<file path="src/uart_rx_tx_ring_buffers_assert.svh">
// assertion macros for the uart ring buffer block
`ifndef UART_RX_TX_RING_BUFFERS_ASSERT_SVH
`define UART_RX_TX_RING_BUFFERS_ASSERT_SVH

// checked only while out of reset
`define URTRB_ASSERT(lbl, prop, msg) \
  lbl: assert property (@(posedge clk) disable iff (!rst_n) prop) else $error(msg);

// checked at every edge, reset included
`define URTRB_ASSERT_ALWAYS(lbl, prop, msg) \
  lbl: assert property (@(posedge clk) prop) else $error(msg);

`endif

</file>
<file path="src/urtrb_pkg.sv">
// shared types and constants for the uart ring buffer block
package urtrb_pkg;

  localparam int RX_DEPTH = 256;
  localparam int TX_DEPTH = 256;
  localparam int RX_AW    = (RX_DEPTH > 1) ? $clog2(RX_DEPTH) : 1;
  localparam int TX_AW    = (TX_DEPTH > 1) ? $clog2(TX_DEPTH) : 1;
  localparam int BYTE_W   = 8;

  typedef enum logic [1:0] {
    CMD_RECEIVE  = 2'd0,
    CMD_TX_READY = 2'd1,
    CMD_PUT      = 2'd2,
    CMD_GET      = 2'd3
  } cmd_t;

  typedef enum logic [1:0] {
    ST_OK    = 2'd0,
    ST_FULL  = 2'd1,
    ST_EMPTY = 2'd2
  } status_t;

  typedef struct packed {
    logic              we;
    logic [RX_AW-1:0]  waddr;
    logic [BYTE_W-1:0] wdata;
    logic              re;
    logic [RX_AW-1:0]  raddr;
  } rx_req_t;

  typedef struct packed {
    logic              we;
    logic [TX_AW-1:0]  waddr;
    logic [BYTE_W-1:0] wdata;
    logic              re;
    logic [TX_AW-1:0]  raddr;
  } tx_req_t;

  // per-item result, minus the byte itself
  typedef struct packed {
    logic    data_valid;
    status_t status;
    logic    tx_sel;
    logic    tx_irq;
    logic    rx_nonempty;
  } res_t;

  typedef struct packed {
    logic rx_empty;
    logic rx_full;
    logic tx_empty;
    logic tx_full;
  } flags_t;

endpackage

</file>
<file path="src/urtrb_ram.sv">
// generic single write port, single registered read port byte memory
module urtrb_ram #(
  parameter int DEPTH = 256,
  parameter int AW    = (DEPTH > 1) ? $clog2(DEPTH) : 1,
  parameter int WIDTH = 8
) (
  input  logic             clk,
  input  logic             we,
  input  logic [AW-1:0]    waddr,
  input  logic [WIDTH-1:0] wdata,
  input  logic             re,
  input  logic [AW-1:0]    raddr,
  output logic [WIDTH-1:0] rdata
);

  logic [WIDTH-1:0] mem [DEPTH];
  logic [WIDTH-1:0] rdata_r;

  always_ff @(posedge clk) begin
    if (we) begin
      mem[waddr] <= wdata;
    end
  end

  always_ff @(posedge clk) begin
    if (re) begin
      rdata_r <= mem[raddr];
    end
  end

  assign rdata = rdata_r;

endmodule

</file>
<file path="src/urtrb_ctrl.sv">
// pointer bookkeeping, interrupt enable and per-command decisions
module urtrb_ctrl (
  input  logic                      clk,
  input  logic                      rst_n,
  input  logic                      accept,
  input  urtrb_pkg::cmd_t           cmd,
  input  logic [urtrb_pkg::BYTE_W-1:0] data_in,
  output urtrb_pkg::rx_req_t        rx_req,
  output urtrb_pkg::tx_req_t        tx_req,
  output urtrb_pkg::res_t           res,
  output urtrb_pkg::flags_t         flags
);
  import urtrb_pkg::*;

  logic [RX_AW-1:0] rx_wr_r, rx_wr_nxt, rx_rd_r, rx_rd_nxt;
  logic [TX_AW-1:0] tx_wr_r, tx_wr_nxt, tx_rd_r, tx_rd_nxt;
  logic             tx_irq_r, tx_irq_nxt;
  logic [RX_AW-1:0] rx_wr_inc, rx_rd_inc;
  logic [TX_AW-1:0] tx_wr_inc, tx_rd_inc;
  logic             rx_full, rx_empty, tx_full, tx_empty;

  // wrap at the depth, which need not be a power of two
  assign rx_wr_inc = (rx_wr_r == RX_AW'(RX_DEPTH - 1)) ? '0 : rx_wr_r + 1'b1;
  assign rx_rd_inc = (rx_rd_r == RX_AW'(RX_DEPTH - 1)) ? '0 : rx_rd_r + 1'b1;
  assign tx_wr_inc = (tx_wr_r == TX_AW'(TX_DEPTH - 1)) ? '0 : tx_wr_r + 1'b1;
  assign tx_rd_inc = (tx_rd_r == TX_AW'(TX_DEPTH - 1)) ? '0 : tx_rd_r + 1'b1;

  assign rx_full  = (rx_wr_inc == rx_rd_r);
  assign rx_empty = (rx_wr_r == rx_rd_r);
  assign tx_full  = (tx_wr_inc == tx_rd_r);
  assign tx_empty = (tx_wr_r == tx_rd_r);

  always_comb begin
    rx_wr_nxt  = rx_wr_r;
    rx_rd_nxt  = rx_rd_r;
    tx_wr_nxt  = tx_wr_r;
    tx_rd_nxt  = tx_rd_r;
    tx_irq_nxt = tx_irq_r;
    rx_req.we    = 1'b0;
    rx_req.waddr = rx_wr_r;
    rx_req.wdata = data_in;
    rx_req.re    = 1'b0;
    rx_req.raddr = rx_rd_r;
    tx_req.we    = 1'b0;
    tx_req.waddr = tx_wr_r;
    tx_req.wdata = data_in;
    tx_req.re    = 1'b0;
    tx_req.raddr = tx_rd_r;
    res.data_valid = 1'b0;
    res.status     = ST_OK;
    res.tx_sel     = 1'b0;
    case (cmd)
      CMD_RECEIVE: begin
        if (rx_full) begin
          res.status = ST_FULL;
        end else begin
          rx_req.we = accept;
          rx_wr_nxt = rx_wr_inc;
        end
      end
      CMD_TX_READY: begin
        res.tx_sel = 1'b1;
        if (!tx_empty) begin
          tx_req.re      = accept;
          tx_rd_nxt      = tx_rd_inc;
          res.data_valid = 1'b1;
        end else begin
          tx_irq_nxt = 1'b0;
          res.status = ST_EMPTY;
        end
      end
      CMD_PUT: begin
        if (tx_full) begin
          res.status = ST_FULL;
        end else begin
          tx_req.we  = accept;
          tx_wr_nxt  = tx_wr_inc;
          tx_irq_nxt = 1'b1;
        end
      end
      CMD_GET: begin
        if (!rx_empty) begin
          rx_req.re      = accept;
          rx_rd_nxt      = rx_rd_inc;
          res.data_valid = 1'b1;
        end else begin
          res.status = ST_EMPTY;
        end
      end
      default: begin
        res.status = ST_OK;
      end
    endcase
    res.tx_irq      = tx_irq_nxt;
    res.rx_nonempty = (rx_wr_nxt != rx_rd_nxt);
  end

  always_ff @(posedge clk) begin
    if (!rst_n) begin
      rx_wr_r  <= '0;
      rx_rd_r  <= '0;
      tx_wr_r  <= '0;
      tx_rd_r  <= '0;
      tx_irq_r <= 1'b0;
    end else if (accept) begin
      rx_wr_r  <= rx_wr_nxt;
      rx_rd_r  <= rx_rd_nxt;
      tx_wr_r  <= tx_wr_nxt;
      tx_rd_r  <= tx_rd_nxt;
      tx_irq_r <= tx_irq_nxt;
    end
  end

  assign flags.rx_empty = rx_empty;
  assign flags.rx_full  = rx_full;
  assign flags.tx_empty = tx_empty;
  assign flags.tx_full  = tx_full;

endmodule

</file>
<file path="src/uart_rx_tx_ring_buffers.sv">
// top level of the uart receive and transmit ring buffer block
//
// one input item is one event: in_tuser carries the command (received byte,
// transmitter ready, software put, software get) and in_tdata the byte.
// every accepted item yields exactly one result item on the out_ channel.
// the receive and transmit fifos each hold up to depth minus one bytes;
// a byte offered to a full fifo is dropped and reported with status full.
// a transmitter-ready or get on an empty fifo reports status empty, and a
// transmitter-ready on an empty fifo also clears the transmit irq enable.
// the result appears in the cycle after the item is accepted; the byte comes
// out of the fifo memory's registered read port in that same cycle.
// throughput: one item per cycle while out_tready is high; pointers update at
// the accept edge and each memory sees at most one write and one read per cycle.
// stall: while a result waits with out_tready low, in_tready is low and the
// result, including the memory read data, holds steady.
// reset (rst_n low, synchronous) empties both fifos, clears the irq enable
// and drops any pending result; memory contents are not cleared.
module uart_rx_tx_ring_buffers (
  input  logic        clk,
  input  logic        rst_n,
  input  logic        in_tvalid,
  output logic        in_tready,
  input  logic [7:0]  in_tdata,   // [7:0] data_in
  input  logic [1:0]  in_tuser,   // [1:0] command
  output logic        out_tvalid,
  input  logic        out_tready,
  output logic [15:0] out_tdata,  // [7:0] data_out, [9:8] status,
                                  // [10] tx_irq_enable, [11] rx_nonempty, rest 0
  output logic [0:0]  out_tuser   // [0] data_valid
);
  import urtrb_pkg::*;

  logic              accept;
  cmd_t              cmd;
  rx_req_t           rx_req;
  tx_req_t           tx_req;
  res_t              res;
  flags_t            flags;
  logic [BYTE_W-1:0] rx_q, tx_q, byte_out;

  // result register: valid plus the per-item fields
  logic out_valid_r, out_valid_nxt;
  res_t res_r;

  // take a new item when the result slot is free or being drained
  assign in_tready = !out_valid_r || out_tready;
  assign accept    = in_tvalid && in_tready;
  assign cmd       = cmd_t'(in_tuser);

  urtrb_ctrl u_ctrl (
    .clk     (clk),
    .rst_n   (rst_n),
    .accept  (accept),
    .cmd     (cmd),
    .data_in (in_tdata),
    .rx_req  (rx_req),
    .tx_req  (tx_req),
    .res     (res),
    .flags   (flags)
  );

  // receive fifo storage
  urtrb_ram #(.DEPTH(RX_DEPTH), .AW(RX_AW), .WIDTH(BYTE_W)) u_rx_ram (
    .clk   (clk),
    .we    (rx_req.we),
    .waddr (rx_req.waddr),
    .wdata (rx_req.wdata),
    .re    (rx_req.re),
    .raddr (rx_req.raddr),
    .rdata (rx_q)
  );

  // transmit fifo storage
  urtrb_ram #(.DEPTH(TX_DEPTH), .AW(TX_AW), .WIDTH(BYTE_W)) u_tx_ram (
    .clk   (clk),
    .we    (tx_req.we),
    .waddr (tx_req.waddr),
    .wdata (tx_req.wdata),
    .re    (tx_req.re),
    .raddr (tx_req.raddr),
    .rdata (tx_q)
  );

  always_comb begin
    out_valid_nxt = out_valid_r;
    if (accept) begin
      out_valid_nxt = 1'b1;
    end else if (out_tready) begin
      out_valid_nxt = 1'b0;
    end
  end

  always_ff @(posedge clk) begin
    if (!rst_n) begin
      out_valid_r <= 1'b0;
    end else begin
      out_valid_r <= out_valid_nxt;
    end
  end

  always_ff @(posedge clk) begin
    if (accept) begin
      res_r <= res;
    end
  end

  // byte is zero whenever no byte is carried
  assign byte_out = !res_r.data_valid ? '0 : (res_r.tx_sel ? tx_q : rx_q);

  assign out_tvalid = out_valid_r;
  assign out_tdata  = {4'b0000, res_r.rx_nonempty, res_r.tx_irq, res_r.status, byte_out};
  assign out_tuser  = res_r.data_valid;

`include "uart_rx_tx_ring_buffers_assert.svh"

  `URTRB_ASSERT_ALWAYS(a_reset_clears_out, !rst_n |=> !out_tvalid, "result valid after reset")
  `URTRB_ASSERT(a_get_empty, (accept && cmd == CMD_GET && flags.rx_empty) |=> (res_r.status == ST_EMPTY && !res_r.data_valid), "get on empty fifo not reported")
  `URTRB_ASSERT(a_txrdy_empty_irq, (accept && cmd == CMD_TX_READY && flags.tx_empty) |=> !res_r.tx_irq, "irq enable not cleared on empty transmit fifo")
  `URTRB_ASSERT(a_full_no_byte, (accept && cmd == CMD_PUT && flags.tx_full) |=> (res_r.status == ST_FULL && !res_r.data_valid), "put on full fifo not reported")

endmodule
</file>
<file path="config.mk">
export PLATFORM = sky130hd
export DESIGN_NAME = uart_rx_tx_ring_buffers
export DESIGN_NICKNAME = d
export VERILOG_FILES = /design/src/urtrb_pkg.sv /design/src/urtrb_ram.sv /design/src/urtrb_ctrl.sv /design/src/uart_rx_tx_ring_buffers.sv
export VERILOG_INCLUDE_DIRS = /design/src /design/src/src
export SDC_FILE = /design/constraint.sdc
export NUM_CORES = 2
export LEC_CHECK = 0
export BUFFER_PORTS_ARGS = -buffer_cell sky130_fd_sc_hd__buf_4
export CAP_MARGIN = 15
export CELL_PAD_IN_SITES_DETAIL_PLACEMENT = 1
export CELL_PAD_IN_SITES_GLOBAL_PLACEMENT = 2
export CORE_MARGIN = 2
export CORE_UTILIZATION = 40
export CTS_CLUSTER_SIZE = 24
export DETAILED_ROUTE_END_ITERATION = 10
export GPL_ROUTABILITY_DRIVEN = 1
export GPL_TIMING_DRIVEN = 1
export PLACE_DENSITY_LB_ADDON = 0.1
export SETUP_SLACK_MARGIN = 0.15
export SYNTH_ARGS = -nofsm -noshare
export SYNTH_HDL_FRONTEND = slang
export SYNTH_SLANG_ARGS = --single-unit
</file>
<file path="constraint.sdc">
create_clock -name clk -period 4.9 [get_ports clk]
set_clock_uncertainty 0.05 [all_clocks]
set_input_delay 0.98 -clock clk [delete_from_list [all_inputs] [get_ports clk]]
set_output_delay 0.98 -clock clk [all_outputs]
set_load 0.01 [all_outputs]
</file>
Word-level counts from Yosys, hierarchy flattened
Memories as Yosys holds them, arrays and structs flattened. A register that Yosys moved wholly into a read port is not among the register bits.
Index checks and enable logic that the tools add are counted.
{"block": "word_totals", "inputBits": 14, "elab_cells": 74, "n_memories": 2, "output_inout_bits": 19, "mem_bits_rw": 4096, "ff_bits": 40}
{"block": "op_classes", "add_sub_neg": 4, "eq_ne": 12, "n_mux": 36, "n_reduce_logical": 7, "bitwise": 2}
{"name": "u_rx_ram.mem", "depth": 256, "width": 8, "read_ports": 1, "rd_clocked_by_memory_dff": 1, "wr": 1, "line": "urtrb_ram.sv:16", "rtl": "logic [WIDTH-1:0] mem [DEPTH];"}
{"name": "u_tx_ram.mem", "depth": 256, "width": 8, "read_ports": 1, "rd_clocked_by_memory_dff": 1, "wr": 1, "line": "urtrb_ram.sv:16"}
{"operator": "$mux 8", "count": 10}
{"operator": "$add 8x1->8 const B", "count": 4}
{"operator": "$eq 8x8->1", "count": 4}
{"operator": "$eq 8x8->1 const B", "count": 4}
{"operator": "$mux 1", "count": 21}
{"operator": "$ne 8x8->1", "count": 1}
{"operator": "$pmux 2 s4", "count": 1}
{"operator": "$reduce_and 3->1", "count": 2}
{"operator": "$eq 2x2->1 const B", "count": 2}
{"operator": "$mux 2", "count": 2}
{"operator": "$pmux 1 s2", "count": 2}
{"operator": "$eq 2x1->1 const B", "count": 1}
{"operator": "$logic_not 2->1", "count": 1}
{"operator": "$not 1->1", "count": 2}
{"operator": "$reduce_bool 2->1", "count": 1}
{"operator": "$logic_and 1x1->1", "count": 1}
{"operator": "$logic_not 1->1", "count": 1}
{"operator": "$logic_or 1x1->1", "count": 1}

Logic depth before layout (Yosys ltp)
{"block": "logic_depth", "ltp_word": 7, "ltp_mapped": 13}

Cells and area by module
Synthesis repeated with hierarchy kept, for this count alone.
{"block": "hier_totals", "hier_cells": 7916, "hier_area_um2": 162917.5}
{"module": "urtrb_ram", "seq_area_each_um2": 61739.2, "n_inst": 2, "cells_per_inst": 3733, "area_each_um2": 79636.4}
{"module": "urtrb_ctrl", "seq_area_each_um2": 660.6, "n_inst": 1, "cells_per_inst": 413, "area_each_um2": 3215.6}
{"module": "uart_rx_tx_ring_buffers", "seq_area_each_um2": 200.2, "n_inst": 1, "cells_per_inst": 37, "area_each_um2": 429.2}

Worst setup path before layout
OpenSTA, ideal clock, no wires.
{"block": "synth_timing", "path_type": "register to register", "start": "register u_ctrl.rx_wr_r[0]", "end": "memory u_rx_ram.mem[159][0] (enable)", "arrival_time_ps": 3041, "slack_ps": 1439, "path_buffers": 3, "period_less_slack_ps": 3461, "path_stages_with_launch": 13, "cell_sequence": "dfxtp_1 clkbuf_1 inv_1 ha_1 inv_1 o221a_2 o211a_1 o2111a_1 a211oi_2 buf_2 nand4_1 clkbuf_1 nor2_1"}
{"block": "synth_via", "elab_chain_len": 7, "word_cells_on_any_way": 8, "cone_classes": "add/sub: 1; eq/ne: 2; mux: 5"}
{"item": "start: declaration", "line": "urtrb_ctrl.sv:15", "rtl": "logic [RX_AW-1:0] rx_wr_r, rx_wr_nxt, rx_rd_r, rx_rd_nxt;"}
{"item": "start signal: assignment", "line": "urtrb_ctrl.sv:106", "rtl": "rx_wr_r <= rx_wr_nxt;"}
{"item": "$add 8x1->8 or $eq 8x8->1 (tied branches)", "line": "urtrb_ctrl.sv:23", "rtl": "assign rx_wr_inc = (rx_wr_r == RX_AW'(RX_DEPTH - 1)) ? '0 : rx_wr_r + 1'b1;"}
{"item": "$mux 8", "line": "urtrb_ctrl.sv:23"}
{"item": "$eq 8x8->1", "line": "urtrb_ctrl.sv:28", "rtl": "assign rx_full = (rx_wr_inc == rx_rd_r);"}
{"item": "$mux 1", "line": "urtrb_ctrl.sv:54", "rtl": "if (rx_full) begin"}
{"item": "$mux 1", "line": "urtrb_ctrl.sv:52", "rtl": "case (cmd)"}
{"item": "$mux 1", "line": "urtrb_ram.sv:20", "rtl": "if (we) begin"}
{"item": "$mux 1 (not written as such)", "line": "urtrb_ram.sv:21", "rtl": "mem[waddr] <= wdata;"}
{"item": "end: declaration", "line": "urtrb_ram.sv:16"}
Several ways; a longest one is shown, not always the timed one.

Final worst setup path
{"block": "layout_timing", "start": "register u_ctrl.tx_wr_r[4]", "end": "memory u_tx_ram.mem[120][4] (enable)"}
{"block": "layout_via", "elab_chain_len": 7, "word_cells_on_any_way": 8, "cone_classes": "add/sub: 1; eq/ne: 2; mux: 5"}
{"item": "start: declaration", "line": "urtrb_ctrl.sv:16", "rtl": "logic [TX_AW-1:0] tx_wr_r, tx_wr_nxt, tx_rd_r, tx_rd_nxt;"}
{"item": "start signal: assignment", "line": "urtrb_ctrl.sv:108", "rtl": "tx_wr_r <= tx_wr_nxt;"}
{"item": "$add 8x1->8 or $eq 8x8->1 (tied branches)", "line": "urtrb_ctrl.sv:25", "rtl": "assign tx_wr_inc = (tx_wr_r == TX_AW'(TX_DEPTH - 1)) ? '0 : tx_wr_r + 1'b1;"}
{"item": "$mux 8", "line": "urtrb_ctrl.sv:25"}
{"item": "$eq 8x8->1", "line": "urtrb_ctrl.sv:30", "rtl": "assign tx_full = (tx_wr_inc == tx_rd_r);"}
{"item": "$mux 1", "line": "urtrb_ctrl.sv:73", "rtl": "if (tx_full) begin"}
{"item": "$mux 1", "line": "urtrb_ctrl.sv:52"}
{"item": "$mux 1", "line": "urtrb_ram.sv:20"}
{"item": "$mux 1 (not written as such)", "line": "urtrb_ram.sv:21"}
{"item": "end: declaration", "line": "urtrb_ram.sv:16"}
Several ways; a longest one is shown, not always the timed one.

==> out/results.txt <==
Status: finished clean
Synth Instances: 6949
DR WL/cell: 33.16 microns
Nets: 7653
First-pass GRT wire length: 628300 microns
Setup crit end kind: flop
Family with the most delay on the worst path: simple AND/OR/NAND/NOR gates
Core footprint: 402300 sq um
Ports: 33
Overflow left after global routing: 0
Achievable frequency: 221.4 MHz
Total of max-cap violations: 0
Hold buffers post-CTS: 0
Post-Route Setup TNS: 0 ns
Die H: 639.5 microns
Max clock buf depth: 4
Fill count: 35797
Vias per cell: 5.592
Min cycle time layout: 4.516 ns
Antenna-violating nets left: 0
Worst VDD drop: 289.1 uV
Layout cell share with drive strength beyond 1: 33.70%
Crit path max fanout: 19
CP required: 5.57 ns
Worst-Skew Late Latency: 1.00 ns
Setup Viol. Count Final: 0
Clock Sink Count: 4152
Max H-tree Level: 5
Final Wtd Congestion: 0.7975
CTS tree: done
Vias in the first global route: 79645
Place WS: 0.3622 ns
Slew headroom: 24.18%
Number of synthesized flops with an enable pin: 4118
Area leader, netlist: edfxtp_1
CP max stage delay: 0.74 ns
Pwr/cell area: 401.5 nW/um^2
DRC violations left: 0
Library cells used by synthesis: 64
Largest cells by area after synthesis: edfxtp_1 77%, mux4_2 19%, nor2_1 1.3%
GR Util All Layers: 21.63%
Syn_area_per_cell: 23.25 sq um
CTS buffer count: 445
Asr flop ratio synth: 0%
Final period utilization: 92.16%
Setup ws final: 0.3840 ns
Unrepaired setup endpoints after global routing: true
Routed vias: 74348
Die area: 409000 sq um
IO buf count: 28
Initial Util: 40.16%
Endpoints failing hold: 0
CP arrival: 5.18 ns
FF+latch count, synth: 4152
Cell leakage power: 56.41 nW
Die width: 639.5 microns
Final Max Slew Viols: 0
Slew @ Worst Pin: 1.133 ns
Hold Path Class: input pin to flop
Crit start category: flop
DP Wirelength: 274000 microns
Routed WL: 440900 microns
Top cell type's share of synthesized area: 76.54%
Slowest-stage cell, CP: dfxtp_1
Buf/Inv on CP: 2
DRT iter0 DRCs: 6999
Std cell rows: 233
Cell Area, Synth: 161600 sq um
Drt first pass iters: 8
Initial antenna violation count: 18
Sequential share of the synthesized area: 76.96%
Ys Warns: 0
CP cell instances: nand2_1 -> nor3_1 -> a21oi_1 -> xnor2_1 -> nand4_1 -> o21ai_2 -> buf_4 -> or3_1 -> nor2_1 -> buf_4
Largest net degree at the start of global routing: 132
Layout overhead on the synthesized area: 15.80%
Root Driver: clkbuf_16
Most frequent CP cell: buf_4
Top_reg_cell synth: edfxtp_1
Crit path kind: flop to flop
Clock transition at the registers of the reported paths: 0.06 ns
[flip-flops by register name (all words and copies together), names as in the netlist, 4 cells and up]
| signal | flops |
|---|---|
| out_tdata | 4 |
| u_ctrl.rx_rd_r | 8 |
| u_ctrl.rx_wr_r | 8 |
| u_ctrl.tx_rd_r | 8 |
| u_ctrl.tx_wr_r | 8 |
| u_rx_ram.mem | 2048 |
| u_rx_ram.rdata | 8 |
| u_tx_ram.mem | 2048 |
| u_tx_ram.rdata | 8 |
[final cells by class]
| type | instances | area [sq um] | share of cell area (%) |
|---|---|---|---|
| sequential | 4152 | 124400 | 66.48 |
| timing repair buffer | 663 | 5951 | 3.181 |
| inverter | 22 | 82.58 | 0.04414 |
| clock inverter | 290 | 3151 | 1.684 |
| clock buffer | 536 | 11570 | 6.186 |
| tap | 5287 | 6615 | 3.536 |
| antenna | 5 | 12.51 | 0.006688 |
| multi-input combinational | 2340 | 35330 | 18.88 |
[cells by family (layout without fill, tap and decap cells)]
group | Yosys count | in the layout | share of synthesized area, %
adders and majority gates | 15 | 15 | 0.1162
buffers and inverters | 460 | 1511 | 1.262
AOI/OAI and AO/OA | 128 | 128 | 0.5646
DFF | 4152 | 4152 | 76.96
and+or+nand+nor | 787 | 787 | 2.057
muxes | 1362 | 1362 | 18.80
xor gates and xnor gates | 44 | 44 | 0.2385
other | 1 | 9 | 0.002321
[cells in the mapped netlist (5+ instances only)]
master / instances
a22oi_1: 29
a31oi_1: 5
inv_1: 21
o21ai_0: 14
nand2_1: 87
and4_1: 5
nor2_1: 558
a21oi_1: 22
o211ai_1: 8
nand2b_1: 10
nand3_1: 27
mux2i_1: 24
or2_2: 7
buf_2: 134
o31ai_1: 8
edfxtp_1: 4118
mux4_2: 1338
and3_1: 6
nand4_1: 22
buf_4: 24
or4_1: 6
and2_1: 5
clkbuf_1: 217
buf_1: 55
ha_1: 15
nor2b_1: 16
nor3_1: 7
xnor2_1: 31
dfxtp_1: 34
buf_6: 7
or3_1: 17
xor2_1: 13
[path summary, 6_finish.rpt]
kind,startpoint,to,slack [ns],cells after the start
setup / recovery,u_ctrl.tx_wr_r[4],u_tx_ram.mem[120][4],0.38,10
hold / removal,in_tvalid,out_tvalid,0.21,3
setup reg to reg,u_ctrl.tx_wr_r[4],u_tx_ram.mem[120][4],0.38,10
hold reg to reg,out_tvalid,out_tvalid,0.49,2
[what timing repair did]
item,in CTS,in global routing
buffers inserted,0,0
gates resized for setup,0,1
endpoints found under the setup margin,0,73
[stage by stage]
stage | instances | hold WS (ns) | utilization, % | instance area, sq um | total power, mW
detailed placement | 12464 | 0.4802 | 42.84 | 172300 | 41.82
global placement | 12464 | 0.4624 | 42.84 | 172300 | 41.78
CTS | 13290 | 0.1303 | 46.50 | 187100 | 75.96
floorplan | 6952 | 0.5110 | - | 161600 | 40.59
finish | 13295 | 0.2130 | 46.50 | 187100 | 75.12
global route | 13292 | 0.1751 | 46.50 | 187100 | 77.20
[cells in the final DEF, fill, tap and decap left out, types with 22 or more instances in the layout]
cell type / synthesis / routed
mux2i_1: 24 / 24
buf_4: 24 / 582
dfxtp_1: 34 / 23
a21oi_1: 22 / 22
nor2_1: 558 / 558
a22oi_1: 29 / 29
xnor2_1: 31 / 31
clkinv_1: 0 / 107
mux4_2: 1338 / 1338
edfxtp_1: 4118 / 4118
clkbuf_1: 217 / 86
clkbuf_16: 0 / 449
nand2_1: 87 / 63
clkinv_2: 0 / 77
nand4_1: 22 / 22
buf_12: 0 / 73
bufinv_16: 0 / 64
[tightest hold or removal path: cells and delay by family]
family | cells | cell delay, ns
buffers and inverters | 2 | 0.15
AO/OA/AOI/OAI | 1 | 0.05
[routing by layer]
| metal | up-vias | share of wire (%) | GRT usage [%] |
|---|---|---|---|
| li1 | 30941 | - | - |
| met3 | 528 | 4.5 | 2.818 |
| met2 | 1881 | 50 | 36.42 |
| met4 | 2 | 2.6 | 5.471 |
| met5 | - | 0.0029 | 0 |
| met1 | 40996 | 43 | 29.90 |
[report_power, final]
group	internal [mW]	total, mW	switching, mW
Sequential	39.0	39.1	0.0424
Clock	20.1	34.1	14.0
Combinational	0.613	1.92	1.31
(Power assumes the default switching activity.)
